File: src/rtl/msl_pkg.sv
// ---------------------------------------------------------------------------
// msl_pkg
// Shared types, constants and corner selection for the mirror segment locator.
// ---------------------------------------------------------------------------
package msl_pkg;

   localparam int NUM_MIRRORS        = 25;
   localparam int CORNERS_PER_MIRROR = 6;
   localparam int COORD_FRAC_BITS    = 8;

   localparam int COORD_W  = 24;
   localparam int MIRROR_W = 5;
   localparam int VERTEX_W = 3;

   localparam int MIRROR_STRIDE = CORNERS_PER_MIRROR * 2;
   localparam int TABLE_DEPTH   = NUM_MIRRORS * MIRROR_STRIDE;
   localparam int ADDR_W        = $clog2(TABLE_DEPTH);

   localparam int DIFF_W = COORD_W + 1;
   localparam int C_W    = 2 * DIFF_W + 1;
   localparam int HALF_W = 26;
   localparam int E_W    = 2 * HALF_W;
   localparam int MUL_W  = HALF_W + 1;
   localparam int PROD_W = 2 * MUL_W;
   localparam int ACC_W  = 2 * E_W + 2;
   localparam int X2_W   = COORD_W + 2;

   localparam int SQ_SHIFT   = 2 * (COORD_FRAC_BITS + 2);
   localparam int MARGIN2    = 8 << COORD_FRAC_BITS;
   localparam int SH_HALF_N  = HALF_W + 1;
   localparam int SH_FULL_N  = 2 * HALF_W;

   localparam logic FUNC_LOAD  = 1'b0;
   localparam logic FUNC_QUERY = 1'b1;

   localparam logic [MIRROR_W-1:0] SKIP_A      = MIRROR_W'(0);
   localparam logic [MIRROR_W-1:0] SKIP_B      = MIRROR_W'(7);
   localparam logic [MIRROR_W-1:0] SKIP_C      = MIRROR_W'(18);
   localparam logic [MIRROR_W-1:0] SKIP_D      = MIRROR_W'(19);
   localparam logic [MIRROR_W-1:0] AXIS_MIRROR = MIRROR_W'(2);
   localparam logic [MIRROR_W-1:0] QUAD_LO     = MIRROR_W'(23);
   localparam logic [MIRROR_W-1:0] QUAD_HI     = MIRROR_W'(24);
   localparam logic [MIRROR_W-1:0] LAST_MIRROR = MIRROR_W'(NUM_MIRRORS - 1);

   localparam logic [2:0] HEX_X_JOB  = 3'd4;
   localparam logic [2:0] QUAD_X_JOB = 3'd2;

   typedef enum logic [1:0] {ACC_LOAD, ACC_ADD, ACC_SUB} acc_op_type;
   typedef enum logic [1:0] {SH_NONE, SH_HALF, SH_FULL} acc_shift_type;

   typedef struct packed {
      logic                     mul_en;
      logic                     acc_en;
      acc_op_type               op;
      acc_shift_type            shift;
      logic signed [MUL_W-1:0]  opa;
      logic signed [MUL_W-1:0]  opb;
   } mac_ctrl_type;

   typedef struct packed {
      logic                      start;
      logic signed [COORD_W-1:0] query_x;
      logic signed [COORD_W-1:0] query_y;
      logic                      edge_flag;
   } seq_cmd_type;

   typedef struct packed {
      logic                done;
      logic                hit;
      logic [MIRROR_W-1:0] mirror_id;
   } seq_res_type;

   // corner fetched into a slot; lines use slots a.x a.y b.x b.y
   function automatic logic [VERTEX_W-1:0] corner_sel(input logic quad,
                                                      input logic [2:0] job,
                                                      input logic [1:0] slot);
      logic [VERTEX_W-1:0] a;
      logic [VERTEX_W-1:0] b;
      logic [VERTEX_W-1:0] c2;
      logic [VERTEX_W-1:0] c3;
      a  = 3'd0;
      b  = 3'd0;
      c2 = 3'd1;
      c3 = 3'd2;
      if (quad) begin
         case (job)
            3'd0:    begin a = 3'd1; b = 3'd0; end
            3'd1:    begin a = 3'd3; b = 3'd2; end
            default: begin a = 3'd0; b = 3'd3; end
         endcase
      end else begin
         case (job)
            3'd0:    begin a = 3'd0; b = 3'd1; end
            3'd1:    begin a = 3'd2; b = 3'd3; end
            3'd2:    begin a = 3'd3; b = 3'd4; end
            3'd3:    begin a = 3'd5; b = 3'd0; end
            default: begin a = 3'd4; b = 3'd5; end
         endcase
      end
      if ((quad && job == QUAD_X_JOB) || (!quad && job == HEX_X_JOB)) begin
         case (slot)
            2'd0:    corner_sel = a;
            2'd1:    corner_sel = b;
            2'd2:    corner_sel = c2;
            default: corner_sel = c3;
         endcase
      end else begin
         corner_sel = slot[1] ? b : a;
      end
   endfunction

   // point must lie below the line (else above)
   function automatic logic line_below(input logic quad, input logic [2:0] job);
      line_below = (job == 3'd0) || (!quad && job == 3'd3);
   endfunction

endpackage

File: src/rtl/msl_mac.sv
// ---------------------------------------------------------------------------
// msl_mac
// Shared signed multiplier with registered product and shifting accumulator.
// ---------------------------------------------------------------------------
module msl_mac (
   input  logic                              clock,
   input  msl_pkg::mac_ctrl_type             ctrl,
   output logic signed [msl_pkg::ACC_W-1:0]  acc
);

   logic signed [msl_pkg::PROD_W-1:0] prod_ff;
   logic signed [msl_pkg::PROD_W-1:0] prod_in;
   logic signed [msl_pkg::ACC_W-1:0]  acc_ff;
   logic signed [msl_pkg::ACC_W-1:0]  acc_in;
   logic signed [msl_pkg::ACC_W-1:0]  prod_ext;
   logic signed [msl_pkg::ACC_W-1:0]  term;

   assign prod_in  = ctrl.opa * ctrl.opb;
   assign prod_ext = msl_pkg::ACC_W'(prod_ff);

   always_comb begin
      case (ctrl.shift)
         msl_pkg::SH_HALF: term = prod_ext <<< msl_pkg::SH_HALF_N;
         msl_pkg::SH_FULL: term = prod_ext <<< msl_pkg::SH_FULL_N;
         default:          term = prod_ext;
      endcase
      case (ctrl.op)
         msl_pkg::ACC_ADD: acc_in = acc_ff + term;
         msl_pkg::ACC_SUB: acc_in = acc_ff - term;
         default:          acc_in = term;
      endcase
   end

   always_ff @(posedge clock) begin
      if (ctrl.mul_en) begin
         prod_ff <= prod_in;
      end
      if (ctrl.acc_en) begin
         acc_ff <= acc_in;
      end
   end

   assign acc = acc_ff;

endmodule

File: config.mk
export PLATFORM = sky130hd
export DESIGN_NAME = msl_mac
export DESIGN_NICKNAME = d
export VERILOG_FILES = /design/src/rtl/msl_pkg.sv /design/src/rtl/msl_mac.sv
export SDC_FILE = /design/constraint.sdc
export NUM_CORES = 2
export LEC_CHECK = 0
export BUFFER_PORTS_ARGS = -buffer_cell sky130_fd_sc_hd__buf_2
export CAP_MARGIN = 25
export CORE_UTILIZATION = 49
export CTS_CLUSTER_DIAMETER = 60
export DETAILED_ROUTE_END_ITERATION = 12
export HOLD_SLACK_MARGIN = 0.08
export PLACE_DENSITY = 0.66
export SLEW_MARGIN = 10
export SYNTH_ARGS = -nofsm -noshare
export SYNTH_HDL_FRONTEND = slang
export SYNTH_SLANG_ARGS = --single-unit
File: constraint.sdc
create_clock -name clock -period 12.35 [get_ports clock]
set_input_delay 0.6175 -clock clock [delete_from_list [all_inputs] [get_ports clock]]
set_output_delay 0.6175 -clock clock [all_outputs]
set_load 0.02 [all_outputs]
Yosys cells after proc, flatten, opt, wreduce, memory -nomap -nowiden
Cells that the tools add are included.
{ "op_classes": {"n_mux": 2, "multipliers": 1, "eq_ne": 4, "addsub": 2} }
{ "ops": {"columns": ["operator", "n"], "rows": [
  ["one-hot mux 106 bit (2 select lines)", 1],
  ["one-hot mux 105 bit (2 select lines)", 1],
  ["adder 106 bit", 1],
  ["subtractor 106 bit", 1],
  ["multiplier 27 x 27 -> 54 bit", 1],
  ["equality test 2 x 1 -> 1 bit (second input constant)", 2],
  ["equality test 2 bit (second input constant)", 2]
]} }
{ "totals": {"word_cells": 11, "regBits": 160, "output_inout_bits": 106, "in_bits": 61} }

Depth between registers and ports, before layout
{ "logic_depth": {"depth_word": 4, "mapped_depth": 38, "ltp_nobuf": 28} }

Worst setup path before layout
OpenSTA, ideal clock, no wires.
{ "synth_timing": {"kind": "input -> register", "startpoint": "in ctrl[6] (netlist bit)", "endpoint": "reg prod_ff[46] (netlist bit), data pin", "t_arrival_ns": 7.429, "path_slack_ns": 4.662, "stages": 28, "t_required_ns": 12.091, "path_buffers": 3, "path_cell_list": "clkbuf_1 -> clkbuf_1 -> nand2_1 -> fa_1 -> inv_1 -> fa_1 -> inv_1 -> fa_1 -> inv_1 -> fa_1 -> inv_1 -> fa_1 -> fa_1 -> fa_1 -> inv_1 -> ha_1 -> clkbuf_1 -> a21o_1 -> a2111oi_0 -> o2bb2ai_1 -> a31oi_1 -> o21ai_0 -> o21ai_0 -> a31oi_1 -> o21ai_0 -> a21o_1 -> a21oi_1 -> xnor2_1"} }
{ "synth_via": {"elab_chain_cells": 1} }
{ "synth_rtl": {"columns": ["element", "line", "text"], "rows": [
  ["from (decl)", "msl_mac.sv:7", "input msl_pkg::mac_ctrl_type ctrl,"],
  ["multiplier 27 x 27 -> 54 bit", "msl_mac.sv:18", "assign prod_in = ctrl.opa * ctrl.opb;"],
  ["named net prod_in (one bit)", "msl_mac.sv:12", "logic signed [msl_pkg::PROD_W-1:0] prod_in;"],
  ["to (signal assigned)", "msl_mac.sv:36", "prod_ff <= prod_in;"],
  ["to (decl)", "msl_mac.sv:11", "logic signed [msl_pkg::PROD_W-1:0] prod_ff;"]
]} }
The timed path passes the listed nets, and every way through them passes these cells.
A chain may end at the register's enable or synchronous reset.

Worst setup path in the final report
{ "layout_timing": {"startpoint": "in ctrl[39] (netlist bit)", "endpoint": "reg prod_ff[53] (netlist bit), data pin"} }
Same word-level chain as after synthesis.

==> impl_results.md <==
* Status: finished clean
* Crit path DAT at ~8.4 ns
* Layout area overhead at 4.55%
* DRT antenna net count at 0
* Pins Over Slew Limit at 0
* Post-synthesis sequential area ratio at 11.3%
* Slowest library cell on the worst path: fa_1
* Hold buffer count at CTS at 0
* Tightest Pin Transition at 1.01 ns
* Hold Path End: acc[18]$_DFFE_PP_
* Data required time of the worst path at 12.58 ns
* Slew headroom at about a third
* Setup CP Type: input pin to register
* Max Fclk at 122 MHz
* Yosys top cell area share at a little over a third
* Fin crit period at 8.20 ns
* Critical Path Most Common Cell: fa_1
* Register area at between 4000 and 5000 um^2
* DRT Wirelength at 127000 um
* IO Pins at 167
* Clk Tree Root Cell: clkbuf_16
* Worst stage delay on the critical path at 0.64 ns
* Clk Latency, worst-skew pair at around 0.47 ns
* Die Y at 297 um
* Yosys warns at 0
* First-pass GRT wire length at 201000 um
* Fin nets at 5965
* Fraction of layout instances using a drive strength above 1 at around 5.4%
* Sink Count at 160
* Max Cap Violations at 0
* Worst Hold Depth at 1
* DRC viols at 0
* Hold Path Class: input pin to register
* RSZ-0062 raised after global routing: false
* # rows at 107
* DR iter-0 viols at between 2000 and 3000
* Vias at 34000
* Final Hold Viols at 0
* CP Capture Type: register
* Final setup fails at 0
* Area occupied by multi-input gates at 33400 um^2
* Post-DP HPWL at roughly 100000 um
* Crit share post-route at 66.4%
* Ys async rst share at 0%
* Total CTS buffers at 17
* H-tree depth at 4
* EDFF count, synth at 160
* Via density at 5.64
* Clk_skew at slightly above 0.02 ns
* Port-buffer cells at 166
* Mapped Nets at 6043
* Synth Instances at 4953
* RR Endpoint: acc[101]$_DFFE_PP_
* Crit path max-delay family: adder cells
* PostCTS Resize Cnt at 0
* Fillcell total at 8177
* Synth area leader: fa_1
* Hold Path Origin: ctrl[58]
* # Post-CTS Setup Buffers at 0
* Flops & latches, synth at 160
* CP Launch Type: input pin
* Avg WL per Cell at 21.0 um
* Initial core utilization at roughly 50%
* Initial antenna violation count at 0
* First drt pass iteration count at 6
* Clk buf depth at 2
* Largest net degree at the start of global routing at 93
* Post-Syn Area per Cell at 8.61 um^2
* Final Wtd Congestion at around 1
* Die width at 297 um
* Total global routing overflow at 0
* Total track usage at about 29%
* Core Area at 85700 um^2
* Setup slack, reg-to-reg at 5.13 ns
* Max FO, Critical Path at 27
* Synth cell types at 90
* R2R cell count at 22
* Vias in the first global route at 34400
* Full die area at roughly 90000 um^2
* CTS tree: yes
* Setup TNS at 0 ns
* Top post-synthesis cells by area: fa_1, edfxtp_1, inv_1
* Top FF cell, synth: edfxtp_1
* Post-Syn Area at 42600 um^2
* R2r startpoint: prod_ff[11]$_DFFE_PP_
* CP Buf/Inv Count at 6
* Clock-pin slew on the worst setup and hold paths at 0.08 ns
-- through the flow --
stage | cell area [um^2] | util (%) | worst slack, ns | hold WS (ns) | instances
after floorplan | 42600 | - | 4.66 | 0.627 | 4953
after global placement | 43900 | 51.3 | 3.82 | 0.795 | 6000
after detailed placement | 43900 | 51.3 | 3.66 | 0.799 | 6000
after CTS | 44600 | 52.0 | 4.16 | 0.733 | 6032
after global routing | 44600 | 52.0 | 3.73 | 0.759 | 6032
final | 44600 | 52.0 | 4.15 | 0.734 | 6033
-- worst register-to-register path, cell delays in order (launching register included) --
cell	delay, ns
edfxtp_1	0.63
nor4_4	0.47
nand3_1	0.14
or4b_1	0.53
a211oi_2	0.49
nand2_1	0.13
or2_4	0.28
nor2_1	0.11
nor2_1	0.06
xnor2_1	0.35
ha_1	0.41
a21o_1	0.21
o21bai_1	0.18
a211oi_1	0.33
o221a_2	0.27
o21ai_0	0.15
o311ai_0	0.90
a21oi_1	0.23
o31ai_1	0.41
a31oi_1	0.19
a31oi_1	0.23
xor2_1	0.15
mux2i_1	0.08
-- kinds of logic after synthesis --
logic type | after synthesis | share of synthesized area [%]
and+or+nand+nor | 1449 | 16.4
adders and majority gates | 1029 | 43.6
AOI/OAI and AO/OA | 878 | 12.7
DFF | 160 | 11.3
xor gates and xnor gates | 254 | 5.24
buffers and inverters | 1171 | 10.4
muxes | 12 | 0.296
-- how the worst max path moves through the flow --
| stage | cells past startpoint | slack [ns] | startpoint | end |
|---|---|---|---|---|
| 2_1_floorplan | 28 | 4.66 | ctrl[6] | prod_ff[46]$_DFFE_PP_ |
| 3_3_place_gp | 26 | 3.82 | ctrl[40] | prod_ff[53]$_DFFE_PP_ |
| 3_5_place_dp | 25 | 3.66 | ctrl[42] | prod_ff[53]$_DFFE_PP_ |
| 4_1_cts | 26 | 4.16 | ctrl[40] | prod_ff[53]$_DFFE_PP_ |
| 5_1_grt | 26 | 3.73 | ctrl[6] | prod_ff[53]$_DFFE_PP_ |
| 6_report | 26 | 4.15 | ctrl[39] | prod_ff[53]$_DFFE_PP_ |
-- layout by cell type (no fill, tap or decap), types with 160 or more instances in the layout --
cell type / netlist / routed
inv_1: 891 / 891
and2_1: 312 / 312
ha_1: 267 / 265
o21ai_0: 187 / 187
fa_1: 762 / 762
nor2_1: 219 / 219
a21oi_1: 323 / 323
nand2_1: 633 / 633
edfxtp_1: 160 / 160
buf_2: 9 / 165
-- final cells by class --
cell class / count / share of cell area (%)
Clock buffer: 18 / 0.963
Multi-Input combinational cell: 3622 / 74.9
Inverter: 891 / 7.50
Timing Repair Buffer: 183 / 2.16
Tap cell: 1144 / 3.21
Sequential cell: 160 / 10.8
Clock inverter: 14 / 0.435
Antenna cell: 1 / 0.00561
-- Yosys cell counts (7+ instances only) --
| cell type | number |
|---|---|
| o21ai_1 | 7 |
| nand2b_1 | 27 |
| nand3_1 | 42 |
| o21bai_1 | 47 |
| nor2b_1 | 23 |
| or3_1 | 10 |
| a41oi_1 | 8 |
| or2_2 | 14 |
| xor2_1 | 100 |
| a21oi_1 | 323 |
| nand2_1 | 633 |
| clkbuf_1 | 242 |
| a211oi_1 | 15 |
| buf_2 | 9 |
| a22oi_1 | 34 |
| mux2i_1 | 7 |
| a221o_1 | 8 |
| inv_1 | 891 |
| o211ai_1 | 9 |
| nor2_1 | 219 |
| buf_1 | 22 |
| and3_1 | 33 |
| xnor2_1 | 153 |
| fa_1 | 762 |
| o21ai_0 | 187 |
| o31ai_1 | 24 |
| o21a_1 | 18 |
| nand4_1 | 48 |
| edfxtp_1 | 160 |
| a31oi_1 | 40 |
| nor3_1 | 42 |
| a221oi_1 | 23 |
| a21o_1 | 83 |
| and2_1 | 312 |
| ha_1 | 267 |
-- routing by layer --
layer	vias up	track usage [%]	routed length, um
met5	-	0	0
met3	172	5.25	11100
li1	15500	-	-
met2	1433	44.9	55600
met4	0	8.55	3760
met1	16900	41.9	56200
-- sequential cells by signal, indices dropped and copies added, names as in the netlist --
register and cells:
prod_ff 54, acc 106
Power is left out: the tool's default activity adds up to more than one toggle a clock period on the data nets, which glitch-free logic cannot reach.
