`config.mk`:
```
export PLATFORM = sky130hd
export DESIGN_NAME = msl_seq
export DESIGN_NICKNAME = d
export VERILOG_FILES = /design/src/rtl/msl_pkg.sv /design/src/rtl/msl_seq.sv
export SDC_FILE = /design/constraint.sdc
export NUM_CORES = 1
export LEC_CHECK = 0
export BUFFER_PORTS_ARGS = -buffer_cell sky130_fd_sc_hd__buf_4
export CORE_AREA = 2 2 318 241
export DETAILED_ROUTE_END_ITERATION = 12
export DIE_AREA = 0 0 320 243
export PLACE_DENSITY_LB_ADDON = 0.2
export SYNTH_ARGS = -nofsm -noshare
export SYNTH_HDL_FRONTEND = slang
export SYNTH_SLANG_ARGS = --single-unit
export TNS_END_PERCENT = 1
```
`constraint.sdc`:
```
create_clock -name clock -period 8.9 [get_ports clock]
set_clock_uncertainty 0.05 [all_clocks]
set_input_delay 1.335 -clock clock [delete_from_list [all_inputs] [get_ports clock]]
set_output_delay 1.335 -clock clock [all_outputs]
set_load 0.005 [all_outputs]
```
`src/rtl/msl_pkg.sv`:
```
// ---------------------------------------------------------------------------
// msl_pkg
// Shared types, constants and corner selection for the mirror segment locator.
// ---------------------------------------------------------------------------
package msl_pkg;

   localparam int NUM_MIRRORS        = 25;
   localparam int CORNERS_PER_MIRROR = 6;
   localparam int COORD_FRAC_BITS    = 8;

   localparam int COORD_W  = 24;
   localparam int MIRROR_W = 5;
   localparam int VERTEX_W = 3;

   localparam int MIRROR_STRIDE = CORNERS_PER_MIRROR * 2;
   localparam int TABLE_DEPTH   = NUM_MIRRORS * MIRROR_STRIDE;
   localparam int ADDR_W        = $clog2(TABLE_DEPTH);

   localparam int DIFF_W = COORD_W + 1;
   localparam int C_W    = 2 * DIFF_W + 1;
   localparam int HALF_W = 26;
   localparam int E_W    = 2 * HALF_W;
   localparam int MUL_W  = HALF_W + 1;
   localparam int PROD_W = 2 * MUL_W;
   localparam int ACC_W  = 2 * E_W + 2;
   localparam int X2_W   = COORD_W + 2;

   localparam int SQ_SHIFT   = 2 * (COORD_FRAC_BITS + 2);
   localparam int MARGIN2    = 8 << COORD_FRAC_BITS;
   localparam int SH_HALF_N  = HALF_W + 1;
   localparam int SH_FULL_N  = 2 * HALF_W;

   localparam logic FUNC_LOAD  = 1'b0;
   localparam logic FUNC_QUERY = 1'b1;

   localparam logic [MIRROR_W-1:0] SKIP_A      = MIRROR_W'(0);
   localparam logic [MIRROR_W-1:0] SKIP_B      = MIRROR_W'(7);
   localparam logic [MIRROR_W-1:0] SKIP_C      = MIRROR_W'(18);
   localparam logic [MIRROR_W-1:0] SKIP_D      = MIRROR_W'(19);
   localparam logic [MIRROR_W-1:0] AXIS_MIRROR = MIRROR_W'(2);
   localparam logic [MIRROR_W-1:0] QUAD_LO     = MIRROR_W'(23);
   localparam logic [MIRROR_W-1:0] QUAD_HI     = MIRROR_W'(24);
   localparam logic [MIRROR_W-1:0] LAST_MIRROR = MIRROR_W'(NUM_MIRRORS - 1);

   localparam logic [2:0] HEX_X_JOB  = 3'd4;
   localparam logic [2:0] QUAD_X_JOB = 3'd2;

   typedef enum logic [1:0] {ACC_LOAD, ACC_ADD, ACC_SUB} acc_op_type;
   typedef enum logic [1:0] {SH_NONE, SH_HALF, SH_FULL} acc_shift_type;

   typedef struct packed {
      logic                     mul_en;
      logic                     acc_en;
      acc_op_type               op;
      acc_shift_type            shift;
      logic signed [MUL_W-1:0]  opa;
      logic signed [MUL_W-1:0]  opb;
   } mac_ctrl_type;

   typedef struct packed {
      logic                      start;
      logic signed [COORD_W-1:0] query_x;
      logic signed [COORD_W-1:0] query_y;
      logic                      edge_flag;
   } seq_cmd_type;

   typedef struct packed {
      logic                done;
      logic                hit;
      logic [MIRROR_W-1:0] mirror_id;
   } seq_res_type;

   // corner fetched into a slot; lines use slots a.x a.y b.x b.y
   function automatic logic [VERTEX_W-1:0] corner_sel(input logic quad,
                                                      input logic [2:0] job,
                                                      input logic [1:0] slot);
      logic [VERTEX_W-1:0] a;
      logic [VERTEX_W-1:0] b;
      logic [VERTEX_W-1:0] c2;
      logic [VERTEX_W-1:0] c3;
      a  = 3'd0;
      b  = 3'd0;
      c2 = 3'd1;
      c3 = 3'd2;
      if (quad) begin
         case (job)
            3'd0:    begin a = 3'd1; b = 3'd0; end
            3'd1:    begin a = 3'd3; b = 3'd2; end
            default: begin a = 3'd0; b = 3'd3; end
         endcase
      end else begin
         case (job)
            3'd0:    begin a = 3'd0; b = 3'd1; end
            3'd1:    begin a = 3'd2; b = 3'd3; end
            3'd2:    begin a = 3'd3; b = 3'd4; end
            3'd3:    begin a = 3'd5; b = 3'd0; end
            default: begin a = 3'd4; b = 3'd5; end
         endcase
      end
      if ((quad && job == QUAD_X_JOB) || (!quad && job == HEX_X_JOB)) begin
         case (slot)
            2'd0:    corner_sel = a;
            2'd1:    corner_sel = b;
            2'd2:    corner_sel = c2;
            default: corner_sel = c3;
         endcase
      end else begin
         corner_sel = slot[1] ? b : a;
      end
   endfunction

   // point must lie below the line (else above)
   function automatic logic line_below(input logic quad, input logic [2:0] job);
      line_below = (job == 3'd0) || (!quad && job == 3'd3);
   endfunction

endpackage

```
`src/rtl/msl_seq.sv`:
```
// ---------------------------------------------------------------------------
// msl_seq
// Query sequencer: walks the mirrors, fetches corners and runs edge tests.
// ---------------------------------------------------------------------------
module msl_seq (
   input  logic                              clock,
   input  logic                              reset,
   input  msl_pkg::seq_cmd_type              cmd,
   input  logic                              res_free,
   output msl_pkg::seq_res_type              res,
   output logic                              busy,
   output logic [msl_pkg::ADDR_W-1:0]        rd_addr,
   input  logic [msl_pkg::COORD_W-1:0]       rd_data,
   output msl_pkg::mac_ctrl_type             mac_ctrl,
   input  logic signed [msl_pkg::ACC_W-1:0]  acc
);

   typedef enum logic [3:0] {
      S_IDLE, S_NEXT, S_FETCH, S_PREP, S_MUL, S_ACC, S_EVAL, S_XCHK, S_DONE
   } state_type;

   typedef enum logic [2:0] {K_CY, K_CX, K_DD, K_YY, K_HH, K_HL, K_LL} step_type;

   state_type                             state_ff, state_in;
   step_type                              step_ff, step_in;
   logic [msl_pkg::MIRROR_W-1:0]          mirror_ff, mirror_in;
   logic [msl_pkg::ADDR_W-1:0]            base_ff, base_in;
   logic [2:0]                            job_ff, job_in;
   logic [2:0]                            fcnt_ff, fcnt_in;
   logic signed [msl_pkg::COORD_W-1:0]    slot_ff [4];
   logic signed [msl_pkg::COORD_W-1:0]    slot_in [4];
   logic signed [msl_pkg::COORD_W-1:0]    x_ff, x_in, y_ff, y_in;
   logic                                  edge_ff, edge_in;
   logic signed [msl_pkg::DIFF_W-1:0]     d_ff, d_in, dy_ff, dy_in;
   logic signed [msl_pkg::DIFF_W-1:0]     dxa_ff, dxa_in, dya_ff, dya_in;
   logic [msl_pkg::E_W-1:0]               e_ff, e_in;
   logic [msl_pkg::E_W-1:0]               len2_ff, len2_in;
   logic                                  hit_ff, hit_in;
   logic [msl_pkg::MIRROR_W-1:0]          id_ff, id_in;

   logic                                  quad;
   logic                                  is_x;
   logic                                  below;
   logic                                  fail;
   logic                                  skip;
   logic [msl_pkg::VERTEX_W-1:0]          corner;
   logic                                  axis;
   logic signed [msl_pkg::C_W-1:0]        c;
   logic signed [msl_pkg::C_W-1:0]        e;
   logic signed [msl_pkg::C_W-1:0]        e2;
   logic signed [msl_pkg::ACC_W-1:0]      thr;
   logic signed [msl_pkg::X2_W-1:0]       x2, sa, sb, m2;
   logic                                  x_ok;

   function automatic logic signed [msl_pkg::MUL_W-1:0] sext_d(
         input logic signed [msl_pkg::DIFF_W-1:0] v);
      sext_d = msl_pkg::MUL_W'(v);
   endfunction

   assign quad   = (mirror_ff == msl_pkg::QUAD_LO) || (mirror_ff == msl_pkg::QUAD_HI);
   assign is_x   = quad ? (job_ff == msl_pkg::QUAD_X_JOB) : (job_ff == msl_pkg::HEX_X_JOB);
   assign below  = msl_pkg::line_below(quad, job_ff);
   assign corner = msl_pkg::corner_sel(quad, job_ff, fcnt_ff[1:0]);
   assign axis   = is_x ? 1'b0 : fcnt_ff[0];
   assign rd_addr = base_ff + msl_pkg::ADDR_W'({corner, axis});

   assign skip = (mirror_ff == msl_pkg::SKIP_A) || (mirror_ff == msl_pkg::SKIP_B) ||
                 (mirror_ff == msl_pkg::SKIP_C) || (mirror_ff == msl_pkg::SKIP_D) ||
                 (edge_ff && mirror_ff == msl_pkg::AXIS_MIRROR) ||
                 (mirror_ff > msl_pkg::MIRROR_W'(22) && !(edge_ff && quad));

   // edge test arithmetic
   assign c   = acc[msl_pkg::C_W-1:0];
   assign e   = d_ff[msl_pkg::DIFF_W-1] ? -c : c;
   assign e2  = below ? -e : e;
   assign thr = msl_pkg::ACC_W'(len2_ff) << msl_pkg::SQ_SHIFT;

   // x bounds
   assign x2 = {x_ff[msl_pkg::COORD_W-1], x_ff, 1'b0};
   assign sa = msl_pkg::X2_W'(slot_ff[0]) + msl_pkg::X2_W'(slot_ff[1]);
   assign sb = msl_pkg::X2_W'(slot_ff[2]) + msl_pkg::X2_W'(slot_ff[3]);
   assign m2 = msl_pkg::X2_W'(msl_pkg::MARGIN2);

   always_comb begin
      if (!quad) begin
         x_ok = (x2 <= sb) && ((mirror_ff == msl_pkg::AXIS_MIRROR) ?
                               !x_ff[msl_pkg::COORD_W-1] : (x2 >= sa));
      end else if (mirror_ff == msl_pkg::QUAD_LO) begin
         x_ok = (x2 >= sa + m2) && (x2 <= sb - m2);
      end else begin
         x_ok = (x2 <= sa - m2) && (x2 >= sb + m2);
      end
   end

   always_comb begin
      mac_ctrl.mul_en = (state_ff == S_MUL);
      mac_ctrl.acc_en = (state_ff == S_ACC);
      mac_ctrl.op     = msl_pkg::ACC_LOAD;
      mac_ctrl.shift  = msl_pkg::SH_NONE;
      mac_ctrl.opa    = sext_d(dya_ff);
      mac_ctrl.opb    = sext_d(d_ff);
      case (step_ff)
         K_CX: begin
            mac_ctrl.opa = sext_d(dxa_ff);
            mac_ctrl.opb = sext_d(dy_ff);
            mac_ctrl.op  = msl_pkg::ACC_SUB;
         end
         K_DD: begin
            mac_ctrl.opa = sext_d(d_ff);
            mac_ctrl.opb = sext_d(d_ff);
         end
         K_YY: begin
            mac_ctrl.opa = sext_d(dy_ff);
            mac_ctrl.opb = sext_d(dy_ff);
            mac_ctrl.op  = msl_pkg::ACC_ADD;
         end
         K_HH: begin
            mac_ctrl.opa   = $signed({1'b0, e_ff[msl_pkg::E_W-1:msl_pkg::HALF_W]});
            mac_ctrl.opb   = $signed({1'b0, e_ff[msl_pkg::E_W-1:msl_pkg::HALF_W]});
            mac_ctrl.shift = msl_pkg::SH_FULL;
         end
         K_HL: begin
            mac_ctrl.opa   = $signed({1'b0, e_ff[msl_pkg::E_W-1:msl_pkg::HALF_W]});
            mac_ctrl.opb   = $signed({1'b0, e_ff[msl_pkg::HALF_W-1:0]});
            mac_ctrl.op    = msl_pkg::ACC_ADD;
            mac_ctrl.shift = msl_pkg::SH_HALF;
         end
         K_LL: begin
            mac_ctrl.opa = $signed({1'b0, e_ff[msl_pkg::HALF_W-1:0]});
            mac_ctrl.opb = $signed({1'b0, e_ff[msl_pkg::HALF_W-1:0]});
            mac_ctrl.op  = msl_pkg::ACC_ADD;
         end
         default: begin
         end
      endcase
   end

   always_comb begin
      state_in  = state_ff;
      step_in   = step_ff;
      mirror_in = mirror_ff;
      base_in   = base_ff;
      job_in    = job_ff;
      fcnt_in   = fcnt_ff;
      slot_in   = slot_ff;
      x_in      = x_ff;
      y_in      = y_ff;
      edge_in   = edge_ff;
      d_in      = d_ff;
      dy_in     = dy_ff;
      dxa_in    = dxa_ff;
      dya_in    = dya_ff;
      e_in      = e_ff;
      len2_in   = len2_ff;
      hit_in    = hit_ff;
      id_in     = id_ff;
      fail      = 1'b0;

      case (state_ff)
         S_IDLE: begin
            if (cmd.start) begin
               x_in      = cmd.query_x;
               y_in      = cmd.query_y;
               edge_in   = cmd.edge_flag;
               mirror_in = '0;
               base_in   = '0;
               state_in  = S_NEXT;
            end
         end
         S_NEXT: begin
            if (skip) begin
               fail = 1'b1;
            end else begin
               job_in   = '0;
               fcnt_in  = '0;
               state_in = S_FETCH;
            end
         end
         S_FETCH: begin
            if (fcnt_ff != 3'd0) begin
               slot_in[fcnt_ff[1:0] - 2'd1] = rd_data;
            end
            if (fcnt_ff == 3'd4) begin
               state_in = is_x ? S_XCHK : S_PREP;
            end else begin
               fcnt_in = fcnt_ff + 3'd1;
            end
         end
         S_PREP: begin
            d_in     = msl_pkg::DIFF_W'(slot_ff[0]) - msl_pkg::DIFF_W'(slot_ff[2]);
            dy_in    = msl_pkg::DIFF_W'(slot_ff[1]) - msl_pkg::DIFF_W'(slot_ff[3]);
            dxa_in   = msl_pkg::DIFF_W'(x_ff) - msl_pkg::DIFF_W'(slot_ff[0]);
            dya_in   = msl_pkg::DIFF_W'(y_ff) - msl_pkg::DIFF_W'(slot_ff[1]);
            step_in  = K_CY;
            state_in = S_MUL;
         end
         S_MUL: begin
            state_in = S_ACC;
         end
         S_ACC: begin
            state_in = S_EVAL;
         end
         S_EVAL: begin
            state_in = S_MUL;
            case (step_ff)
               K_CY: step_in = K_CX;
               K_CX: begin
                  if (d_ff == '0) begin
                     fail = 1'b1;
                  end else if (!quad) begin
                     if (below ? (!e[msl_pkg::C_W-1] && e != '0) : e[msl_pkg::C_W-1]) begin
                        fail = 1'b1;
                     end else begin
                        job_in   = job_ff + 3'd1;
                        fcnt_in  = '0;
                        state_in = S_FETCH;
                     end
                  end else if (e2[msl_pkg::C_W-1]) begin
                     fail = 1'b1;
                  end else begin
                     e_in    = msl_pkg::E_W'(e2);
                     step_in = K_DD;
                  end
               end
               K_DD: step_in = K_YY;
               K_YY: begin
                  len2_in = acc[msl_pkg::E_W-1:0];
                  step_in = K_HH;
               end
               K_HH: step_in = K_HL;
               K_HL: step_in = K_LL;
               default: begin
                  if (acc >= thr) begin
                     job_in   = job_ff + 3'd1;
                     fcnt_in  = '0;
                     state_in = S_FETCH;
                  end else begin
                     fail = 1'b1;
                  end
               end
            endcase
         end
         S_XCHK: begin
            if (x_ok) begin
               hit_in   = 1'b1;
               id_in    = mirror_ff;
               state_in = S_DONE;
            end else begin
               fail = 1'b1;
            end
         end
         S_DONE: begin
            if (res_free) begin
               state_in = S_IDLE;
            end
         end
         default: state_in = S_IDLE;
      endcase

      // move on to the next mirror, or report a miss after the last one
      if (fail) begin
         if (mirror_ff == msl_pkg::LAST_MIRROR) begin
            hit_in   = 1'b0;
            id_in    = '0;
            state_in = S_DONE;
         end else begin
            mirror_in = mirror_ff + msl_pkg::MIRROR_W'(1);
            base_in   = base_ff + msl_pkg::ADDR_W'(msl_pkg::MIRROR_STRIDE);
            state_in  = S_NEXT;
         end
      end
   end

   always_ff @(posedge clock) begin
      if (reset) begin
         state_ff <= S_IDLE;
      end else begin
         state_ff <= state_in;
      end
      step_ff   <= step_in;
      mirror_ff <= mirror_in;
      base_ff   <= base_in;
      job_ff    <= job_in;
      fcnt_ff   <= fcnt_in;
      slot_ff   <= slot_in;
      x_ff      <= x_in;
      y_ff      <= y_in;
      edge_ff   <= edge_in;
      d_ff      <= d_in;
      dy_ff     <= dy_in;
      dxa_ff    <= dxa_in;
      dya_ff    <= dya_in;
      e_ff      <= e_in;
      len2_ff   <= len2_in;
      hit_ff    <= hit_in;
      id_ff     <= id_in;
   end

   assign busy          = (state_ff != S_IDLE);
   assign res.done      = (state_ff == S_DONE) && res_free;
   assign res.hit       = hit_ff;
   assign res.mirror_id = id_ff;

`ifndef SYNTHESIS
   a_start_busy: assert property (@(posedge clock) disable iff (reset)
      cmd.start && state_ff == S_IDLE |=> state_ff == S_NEXT)
      else $error("query start not taken");
   a_done_idle: assert property (@(posedge clock) disable iff (reset)
      res.done |=> state_ff == S_IDLE)
      else $error("sequencer did not return to idle");
   a_miss_id: assert property (@(posedge clock) disable iff (reset)
      res.done && !res.hit |-> res.mirror_id == '0)
      else $error("miss with nonzero mirror id");
   a_fetch_cnt: assert property (@(posedge clock) disable iff (reset)
      state_ff == S_FETCH |-> fcnt_ff <= 3'd4)
      else $error("fetch counter out of range");
`endif

endmodule

```
; After elaboration in Yosys (flattened, before gate mapping)
; Index checks and enable logic that the tools add are counted.
[classes]
n_addsub = 18
mul = 0
div = 0
magnitude_cmp = 10
eq_ne = 42
shifts = 0
muxes = 81
n_bitwise = 3
n_reduce_logical = 46
[op_table]
columns = op, n
row1 = case mux 54 bit (6 select lines), 1
row2 = greater-or-equal comparator 106 x 73 -> 1 bit, 1
row3 = 2-to-1 mux 51 bit, 2
row4 = negator 51 bit, 2
row5 = subtractor 24 x 24 -> 25 bit, 4
row6 = bitwise mux 96 bit, 1
row7 = 2-to-1 mux 3 bit, 22
row8 = adder 25 x 13 -> 26 bit (second input constant), 2
row9 = greater-or-equal comparator 25 x 26 -> 1 bit, 2
row10 = <= comparator 25 x 26 -> 1 bit, 2
row11 = subtractor 25 x 13 -> 26 bit (second input constant), 2
row12 = nonzero test 51 bit, 1
row13 = adder 24 x 24 -> 25 bit, 2
row14 = demux 24 bit (select 2 bit), 1
row15 = 2-to-1 mux 5 bit, 8
row16 = 2-to-1 mux 9 bit, 4
row17 = case mux 4 bit (9 select lines), 1
row18 = != test 3 bit (second input constant), 11
row19 = case mux 3 bit (2 select lines), 5
row20 = 2-to-1 mux 4 bit, 7
row21 = greater-or-equal comparator 25 bit, 1
row22 = <= comparator 25 bit, 1
row23 = zero test 25 bit, 1
row24 = 2-to-1 mux 24 bit, 1
row25 = 47 further kinds, 115
[word_totals]
register_bits = 380
latch_bits = 0
mem_bits_rw = 0
rom_bits = 0
inputBits = 183
out_inout_bits = 77
word_cells = 221
memories = 0

; Logic depth before layout (Yosys ltp)
; Gate-level depths: netlist of the first run.
[logic_depth]
depth_word = 13
mapped_depth = 28
mapped_depth_nobuf = 28

; Worst setup path after synthesis of the first run
; No wires, ideal clock.
[synth_path]
kind = in2reg
start = in acc[0] in the netlist's numbering
end = reg e_ff[0] in the netlist's numbering, enable pin
setup_ns = 0.474
arrival_ns = 6.374
t_required_ns = 8.376
setup_slack_ns = 2.002
path_stages = 11
n_path_buf = 0
cell_sequence = inv_1 ha_1 nor4b_4 nand4_1 or4_1 a311oi_2 and4_4 nor4b_4 nand3_2 mux2_2 a21oi_1
[synth_between]
elab_chain_len = 6
[synth_lines]
columns = item, line_no
row1 = from (decl), msl_seq.sv:15  ; input logic signed [msl_pkg::ACC_W-1:0] acc
row2 = negator 51 bit, msl_seq.sv:74  ; assign e = d_ff[msl_pkg::DIFF_W-1] ? -c : c;
row3 = 2-to-1 mux 51 bit (*), msl_seq.sv:74
row4 = negator 51 bit, msl_seq.sv:75  ; assign e2 = below ? -e : e;
row5 = 2-to-1 mux 51 bit (*), msl_seq.sv:75
row6 = NOT 1 bit (no source line) (*), --
row7 = AND reduction 5 bit (no source line) (*), --
row8 = to (signal assigned), msl_seq.sv:293  ; e_ff <= e_in;
row9 = to (decl), msl_seq.sv:36  ; logic [msl_pkg::E_W-1:0] e_ff, e_in;
; Every way passes the cells marked *; elsewhere a longest branch is shown, timed or not.
; A chain may end at the register's enable or synchronous reset.

; Worst setup path after layout of the first run
[layout_path]
start = reg slot_ff[49] in the netlist's numbering
end = reg mirror_ff[4] in the netlist's numbering
[layout_between]
elab_chain_len = 9
elab_cells_between_ends = 15
classes_between = add/sub: 3 / order compare: 3 / mux: 6 / reduce/logical: 3
[layout_lines]
columns = item, line_no
row1 = from (decl), msl_seq.sv:30  ; logic signed [msl_pkg::COORD_W-1:0] slot_ff [4];
row2 = from (signal assigned), msl_seq.sv:285  ; slot_ff <= slot_in;
row3 = adder 24 x 24 -> 25 bit (*), msl_seq.sv:80  ; assign sa = msl_pkg::X2_W'(slot_ff[0]) + msl_pkg::X2_W'(slot_ff[1]);
row4 = subtractor 25 x 13 -> 26 bit or adder 25 x 13 -> 26 bit (tied branches), "msl_seq.sv:91, msl_seq.sv:89"
row5 = <= comparator 25 x 26 -> 1 bit or greater-or-equal comparator 25 x 26 -> 1 bit (tied branches), "msl_seq.sv:91, msl_seq.sv:89"
row6 = logical AND 1 bit (on tied branches), "msl_seq.sv:91, msl_seq.sv:89"
row7 = 2-to-1 mux 1 bit, msl_seq.sv:88  ; end else if (mirror_ff == msl_pkg::QUAD_LO) begin
row8 = 2-to-1 mux 1 bit (*), msl_seq.sv:85  ; if (!quad) begin
row9 = 2-to-1 mux 1 bit (*), msl_seq.sv:244  ; if (x_ok) begin
row10 = case mux 1 bit (3 select lines) (*), msl_seq.sv:159  ; case (state_ff)
row11 = 2-to-1 mux 5 bit (*), msl_seq.sv:261  ; if (fail) begin
row12 = via mirror_in (one bit), msl_seq.sv:26  ; logic [msl_pkg::MIRROR_W-1:0] mirror_ff, mirror_in;
row13 = to (signal assigned), msl_seq.sv:281  ; mirror_ff <= mirror_in;
row14 = to (decl), msl_seq.sv:26
; The timed path passes the listed nets; every way through them passes the cells marked *.

==> impl_results.md, run 1 <==
- Status: complete, no violations
- TritonCTS buffer count: 44
- Initial antenna violation count: 0
- Largest net degree at the start of global routing: 86
- Max-cap violations: 0
- Sequential-to-total area share from yosys stat: 37.8%
- CP required: 9.29 ns
- Clk slew on worst S/H paths: 0.06 ns
- RR Startpoint: slot_ff[49]
- Pre-Repair DR Iteration Count: 5
- CP top delay family: compound AO/OA/AOI/OAI gates
- Most frequent cell after synthesis: edfxtp_1
- Postcts setup bufs: 0
- Synth Area in Compound Gates: 19.0%
- Grt total ovfl: 0
- Adder-cell share of the synthesized area: 14.0%
- Maximum clock frequency: 0.126 GHz
- CP endpoint: mirror_ff[4]
- WP depth: 21
- Cells after Synth: 3124
- Mapped cell area: 29600 µm²
- Cell variety after synth: 98
- Die Y-Extent: 243 µm
- Crit share post-route: 88.9%
- Yosys warnings: 0
- Hold Vio Cnt, Final: 0
- RSZ-0062 raised after global routing: no
- Area growth syn-to-layout: 15.1%
- Residual DRC: 0
- Hold crit path type: reg -> reg
- Tmin final: 7.91 ns
- Worst-Margin Slew: 1.07 ns
- Reg-to-reg endpoint: mirror_ff[4]
- Slowest-stage cell, CP: nor4_1
- Final setup fails: 0
- Die Span X: 320 µm
- DR iter-0 viols: 2815
- Cell taking the most area after synthesis: edfxtp_1
- Reg2reg path depth: 21
- IO Port Bufs: 259
- Largest cells by area after synthesis: edfxtp_1, ha_1, xnor2_1
- Post-synth EDFFs: 358
- R2R Setup Slk: 0.99 ns
- Simple-Gate Fraction of Synth Area: 15.7%
- Synth top cells by count: edfxtp_1, ha_1, inv_1, nor2_1, o21ai_0
- Worst hold slack: 0.434 ns
- Total GRT Usage: 23.6%
- Slew HR: 27.9%
- Routed Antenna Nets: 0
- Routed WL per cell: 21.5 µm
- CP bufs+invs: 2
- Worst path cell trace: inv_1 -> fa_1 -> nor2b_1 -> o31ai_1 -> o211ai_1 -> o211a_1 -> a21oi_1 -> o311ai_1 -> inv_1 -> nor4_1 -> nand3_1 -> nand2b_1 -> o21ai_0 -> ha_1 -> nor2b_1 -> nor4b_1 -> nand4_1 -> and2_1 -> o211a_1 -> o21ai_1 -> o221ai_1
- Area of the die: 77800 µm²
- Ports: 260
- CTS H-tree depth: 2
- Critical-path maximum fanout: 12
- Max Slew Vio Count: 0
- Gpl congestion: 0.917
- Crit path launch: slot_ff[49]
- Worst-Skew Late Latency: 0.60 ns
- Top cell type's share of synthesized area: 36.3%
- Leak: 13.9 nW
- Vias: 24.7k
- Initial Util: 39.7%
- Largest family of logic cells by synthesized area: compound AO/OA/AOI/OAI gates
- Antenna cells: 0
- CTS root buffer: clkbuf_16
- Layout cells sized above 1: 13.0%
- Crit start category: flip-flop
- Vias in the first global route: 22.7k
- Clock sinks: 380
- Worst setup EP type: flip-flop
- Maximum VDD drop: 0.178 mV
- Mux cell area share after synthesis: 0.727%
- Synth Net Count: 3633
- Top FF cell, synth: edfxtp_1
- CTS tree: built
- Post-synth ARST share: 0%
- Final Net Count: 3871
- Synth Area in XOR/XNOR: 7.84%
- Via density per instance: 5.65
- Slowest stage delay, CP: 0.89 ns
- DP HPWL: 74800 µm
- CP Data Arrival Time: 8.30 ns
- Clk buf depth: 3
- P per Cell Area: 217 nW/µm²
- Core Box Area: 74700 µm²
- Setup_tns: 0 ns
- Mean Syn Cell Area: 9.48 µm²
- Post-CTS Hold Fix Bufs: 0
- CTS resizes: 0
- First-pass GRT wire length: 140000 µm
- WS Path Type: reg -> reg
- FP Rows: 87
- WL final: 94200 µm
- Synth Register Bits: 380
cell usage in the layout (no fill, tap or decap), types with 9 or more instances in the layout:
master and count:
buf_4 278, nand2_1 176, inv_1 292, o41ai_1 17, o21ai_0 211, o2111ai_1 10, a21boi_0 17, clkbuf_16 45
nor3_1 72, a21oi_1 175, and3_1 28, nand2b_1 22, or3_1 22, nand3_1 65, a221oi_1 51, o211ai_1 48
nor2b_1 42, o21a_1 29, a31oi_1 32, xor2_1 94, nand4_1 48, a211oi_1 25, clkinv_1 9, ha_1 319
edfxtp_1 358, or2_2 24, dfxtp_1 22, o31ai_1 25, o21bai_1 17, a21o_1 72, nor4_1 32, and2_1 29
nor2_1 269, mux2i_1 17, nor3b_1 12, xnor2_1 166, a31o_2 14
area by class of cell:
type | instances | area (µm²)
multi-input combinational | 2364 | 17000
clock inverter | 26 | 272
sequential | 380 | 11200
clock buffer | 54 | 1180
inverter | 294 | 1100
tap | 979 | 1220
timing repair buffer | 278 | 2090
fill | 7266 | 40600
worst min-delay path by stage:
stage / from / to / slack (ns) / cells after the start
after floorplan: base_ff[8] / base_ff[8] / 0.40 / 1
final: base_ff[8] / base_ff[8] / 0.43 / 1
after detailed placement: base_ff[8] / base_ff[8] / 0.43 / 1
after global placement: base_ff[8] / base_ff[8] / 0.42 / 1
after CTS: base_ff[8] / base_ff[8] / 0.44 / 1
after global routing: base_ff[2] / base_ff[2] / 0.49 / 1
report_power, final:
part / total (mW) / switching, mW / internal [mW] / leakage (nW)
combinational: 3.03 / 1.82 / 1.21 / 9.78
sequential: 2.51 / 0.226 / 2.28 / 3.44
clock: 1.87 / 0.782 / 1.09 / 0.706
flip-flops by register name, indices dropped and copies added, names as in the netlist:
signal     flops
slot_ff       96
len2_ff       52
e_ff          50
d_ff          25
dxa_ff        25
dy_ff         25
dya_ff        25
x_ff          24
y_ff          24
base_ff        9
id_ff          5
mirror_ff      5
state_ff       4
fcnt_ff        3
job_ff         3
step_ff        3
edge_ff        1
hit_ff         1
worst reg2reg max path, cell delays in order, from the launching register on:
cell and delay [ns]:
edfxtp_1 0.44, inv_1 0.15, fa_1 0.50, nor2b_1 0.17, o31ai_1 0.14, o211ai_1 0.46
o211a_1 0.33, a21oi_1 0.11, o311ai_1 0.76, inv_1 0.22, nor4_1 0.89, nand3_1 0.26
nand2b_1 0.24, o21ai_0 0.18, ha_1 0.19, nor2b_1 0.10, nor4b_1 0.75, nand4_1 0.20
and2_1 0.27, o211a_1 0.27, o21ai_1 0.82, o221ai_1 0.24
routing by layer:
layer  wire length, µm  global-route usage [%]  vias up
met5                 0                       0        -
li1                  -                       -    12049
met2             38600                    33.6      882
met3              7940                    4.73       95
met4              1770                    4.92        0
met1             45900                    36.4    11693
cells by family after synthesis:
kind of cell / after synthesis
AOI/OAI and AO/OA: 849
buffers and inverters: 380
muxes: 21
DFF: 380
xor gates and xnor gates: 262
and+or+nand+nor: 906
adders and majority gates: 326
through the flow:
stage | std cells | power, mW | util [%] | worst slack (ns) | instance area, µm²
detailed placement | 4295 | 5.52 | 43.7 | 1.15 | 32600
finish | 4375 | 7.40 | 45.6 | 0.990 | 34100
floorplan | 3124 | 4.47 | - | 2.00 | 29600
CTS | 4375 | 7.43 | 45.6 | 1.15 | 34100
global placement | 4295 | 5.53 | 43.7 | 1.30 | 32600
global route | 4375 | 7.86 | 45.6 | 0.594 | 34100
No activity file was read; power rests on OpenSTA's default activity.
==> run 2: changes to the inputs <==
--- a/config.mk
+++ b/config.mk
@@ -5,10 +5,10 @@
 export SDC_FILE = /design/constraint.sdc
 export NUM_CORES = 1
 export LEC_CHECK = 0
-export BUFFER_PORTS_ARGS = -buffer_cell sky130_fd_sc_hd__buf_4
 export CORE_AREA = 2 2 318 241
 export DETAILED_ROUTE_END_ITERATION = 12
 export DIE_AREA = 0 0 320 243
+export DONT_BUFFER_PORTS = 1
 export PLACE_DENSITY_LB_ADDON = 0.2
 export SYNTH_ARGS = -nofsm -noshare
 export SYNTH_HDL_FRONTEND = slang
==> constraint.sdc (replaced) <==
create_clock -name clock -period 8.9 [get_ports clock]
set_clock_uncertainty 0.05 [all_clocks]
set_input_delay 2.67 -clock clock [delete_from_list [all_inputs] [get_ports clock]]
set_output_delay 2.67 -clock clock [all_outputs]
set_load 0.005 [all_outputs]
==> run 2 against run 1 <==
Flip-flop and latch count is the same. First-iteration DRC count shrank 6.3%. Via count shrank 1.5%. Highest routed layer unchanged. Critical path depth grew 5. Fmax shrank 0.44%. Die area is the same.
==> impl_results.md, run 2 (same netlist as run 1, synthesis figures left out) <==
- Status: complete, no violations
- Pre-Repair DR Iteration Count: 6 (+1)
- TritonCTS buffer count: 46 (+4.5%)
- Final cell count without fillers: 4121 (-5.8%)
- Post-CTS Hold Fix Bufs: 0 (unchanged)
- Layout cells sized above 1: 5.83% (-7.2 points)
- Gpl congestion: 0.909 (-0.86%)
- IO Port Bufs: 0 (-100%)
- Grt total ovfl: 0 (unchanged)
- Max reg flops: 96 (unchanged)
- Worst setup EP type: flip-flop
- Reg-to-reg endpoint: base_ff[1]
- CP required: 9.21 ns (-0.08 ns)
- Hold Vio Cnt, Final: 0 (unchanged)
- Wire length on met1: 46600 µm (+1.6%)
- Residual DRC: 0 (unchanged)
- Sequential share of power: 34.4% (+0.5 points)
- FP Rows: 87 (unchanged)
- CTS resizes: 0 (unchanged)
- WL final: 98300 µm (+4.4%)
- Dpl cells: 4037 (-6.0%)
- Setup_tns: 0 ns (unchanged)
- RR Startpoint: slot_ff[48]
- Tmin final: 7.95 ns (+0.0352 ns)
- Ports: 260 (unchanged)
- Most common cell after layout, fill and taps aside: edfxtp_1
- Routed Antenna Nets: 0 (unchanged)
- Largest net degree at the start of global routing: 73 (-15%)
- WS Path Type: reg -> reg
- Critical-path maximum fanout: 12 (unchanged)
- Die Y-Extent: 243 µm (unchanged)
- Leak: 12.7 nW (-8.8%)
- Internal power: 4.47 mW (-2.4%)
- R2R Setup Slk: 0.95 ns (-0.04 ns)
- First-pass GRT wire length: 145000 µm (+3.5%)
- DP HPWL: 78400 µm (+4.8%)
- Maximum clock frequency: 0.126 GHz (-0.44%)
- Maximum VDD drop: 0.157 mV (-12%)
- Crit share post-route: 89.3% (+0.40 points)
- CP Data Arrival Time: 8.25 ns (-0.05 ns)
- Max-cap violations: 0 (unchanged)
- Clk slew on worst S/H paths: 0.06 ns (about the same)
- WL met2: 40800 µm (+5.9%)
- CTS tree: built
- Top sig layer: met4
- Clk buf depth: 3 (unchanged)
- Hold crit path type: reg -> reg
- Max Slew Vio Count: 0 (unchanged)
- CP endpoint: base_ff[1]
- Area growth syn-to-layout: 8.69%
- Initial Util: 39.7% (unchanged)
- Slew HR: 24.1% (-3.8 points)
- Core Box Area: 74700 µm² (unchanged)
- Reg2reg path depth: 26 (+24%)
- Total GRT Usage: 24.5% (+0.90 points)
- Via density per instance: 5.91 (+4.6%)
- DR iter-0 viols: 2638 (-6.3%)
- Vias in the first global route: 22.8k (+0.43%)
- CTS root buffer: clkbuf_16
- Met3 WL: 8570 µm (+7.8%)
- Worst-Margin Slew: 1.14 ns (+0.0675 ns)
- Initial antenna violation count: 1 (+1)
- Die Span X: 320 µm (unchanged)
- Postcts setup bufs: 0 (unchanged)
- CTS H-tree depth: 2 (unchanged)
- Sw Ratio: 38.7% (+0.55 points)
- Core Util, Final: 43.1% (-2.5 points)
- RSZ-0062 raised after global routing: no
- Clock sinks: 380 (unchanged)
- Combinational group share of total power: 39.3% (-1.6 points)
- Commonest cells after routing, fill and taps aside: edfxtp_1, ha_1, inv_1
- Area of the die: 77800 µm² (unchanged)
- Final Net Count: 3615 (-6.6%)
- Slowest-stage cell, CP: nor4_1
- P per Cell Area: 227 nW/µm² (+4.3%)
- DP Area: 30700 µm² (-6.0%)
- Crit path top cell by count: o211ai_1
- Routed WL per cell: 23.9 µm (+11%)
- Slowest stage delay, CP: 0.85 ns (-0.04 ns)
- Final setup fails: 0 (unchanged)
- Switch Pwr: 2.82 mW (-0.11%)
- Worst-Skew Late Latency: 0.63 ns (+0.03 ns)
- Crit start category: flip-flop
- Vias: 24.3k (-1.5%)
- Crit path launch: slot_ff[48]
- Top flop regs: slot_ff x96, len2_ff x52, e_ff x50
- Final instance area: 32200 µm² (-5.6%)
- Biggest register: slot_ff
- Clock share of power: 26.3% (+1.0 points)
[run 2: changes by cell type in the layout (fill, tap and decap cells not counted), sizes merged]
cell,delta
clkinvlp,-2
inv,+2
clkbuf,+5
bufinv,-1
diode,+1
buf,-258
clkinv,-1
[run 2: per-layer routing]
metal / track usage, % / vias up
met1: 36.4 / 11815
met4: 6.06 / 0
met5: 0 / -
met3: 5.49 / 118
met2: 35.7 / 889
li1: - / 11526
[run 2: cell type report]
type,instances,area (µm²)
Fill cell,7213,42500
Multi-Input combinational cell,2364,17000
Sequential cell,380,11200
Clock buffer,59,1240
Tap cell,979,1220
Inverter,294,1100
Clock inverter,24,249
Timing Repair Buffer,20,150
Antenna cell,1,2.50
[run 2: worst min path at each step]
stage | from | to | slack (ns) | cells past startpoint
after global placement | base_ff[8] | base_ff[8] | 0.41 | 1
after detailed placement | base_ff[8] | base_ff[8] | 0.42 | 1
final | base_ff[8] | base_ff[8] | 0.43 | 1
after floorplan | base_ff[8] | base_ff[8] | 0.40 | 1
after global routing | base_ff[8] | base_ff[8] | 0.46 | 1
after CTS | base_ff[8] | base_ff[8] | 0.43 | 1
[run 2: per-stage QoR]
step           hold WS, ns  power (mW)  setup slack [ns]
2_1_floorplan        0.398        4.47             0.667
3_3_place_gp         0.414        5.31              1.47
3_5_place_dp         0.424        5.36              1.19
4_1_cts              0.433        7.30              1.18
5_1_grt              0.457        7.72             0.366
6_report             0.435        7.29             0.954
[run 2: worst max-delay path, delay by kind of cell (launching register included)]
| family | cells | cell delay, ns |
|---|---|---|
| XOR/XNOR | 2 | 0.49 |
| buffers and inverters | 2 | 0.25 |
| AND/OR/NAND/NOR | 7 | 2.17 |
| adder cells (fa/ha/maj) | 3 | 0.77 |
| flip-flops | 1 | 0.42 |
| AO/OA/AOI/OAI | 12 | 3.51 |
[run 2: power groups by stage]
stage	registers [mW]	logic [mW]	clock network (mW)
after floorplan	2.42	2.05	0
after global placement	2.54	2.77	0
after detailed placement	2.54	2.81	0
after CTS	2.51	2.83	1.96
after global routing	2.53	3.16	2.03
final	2.51	2.86	1.92
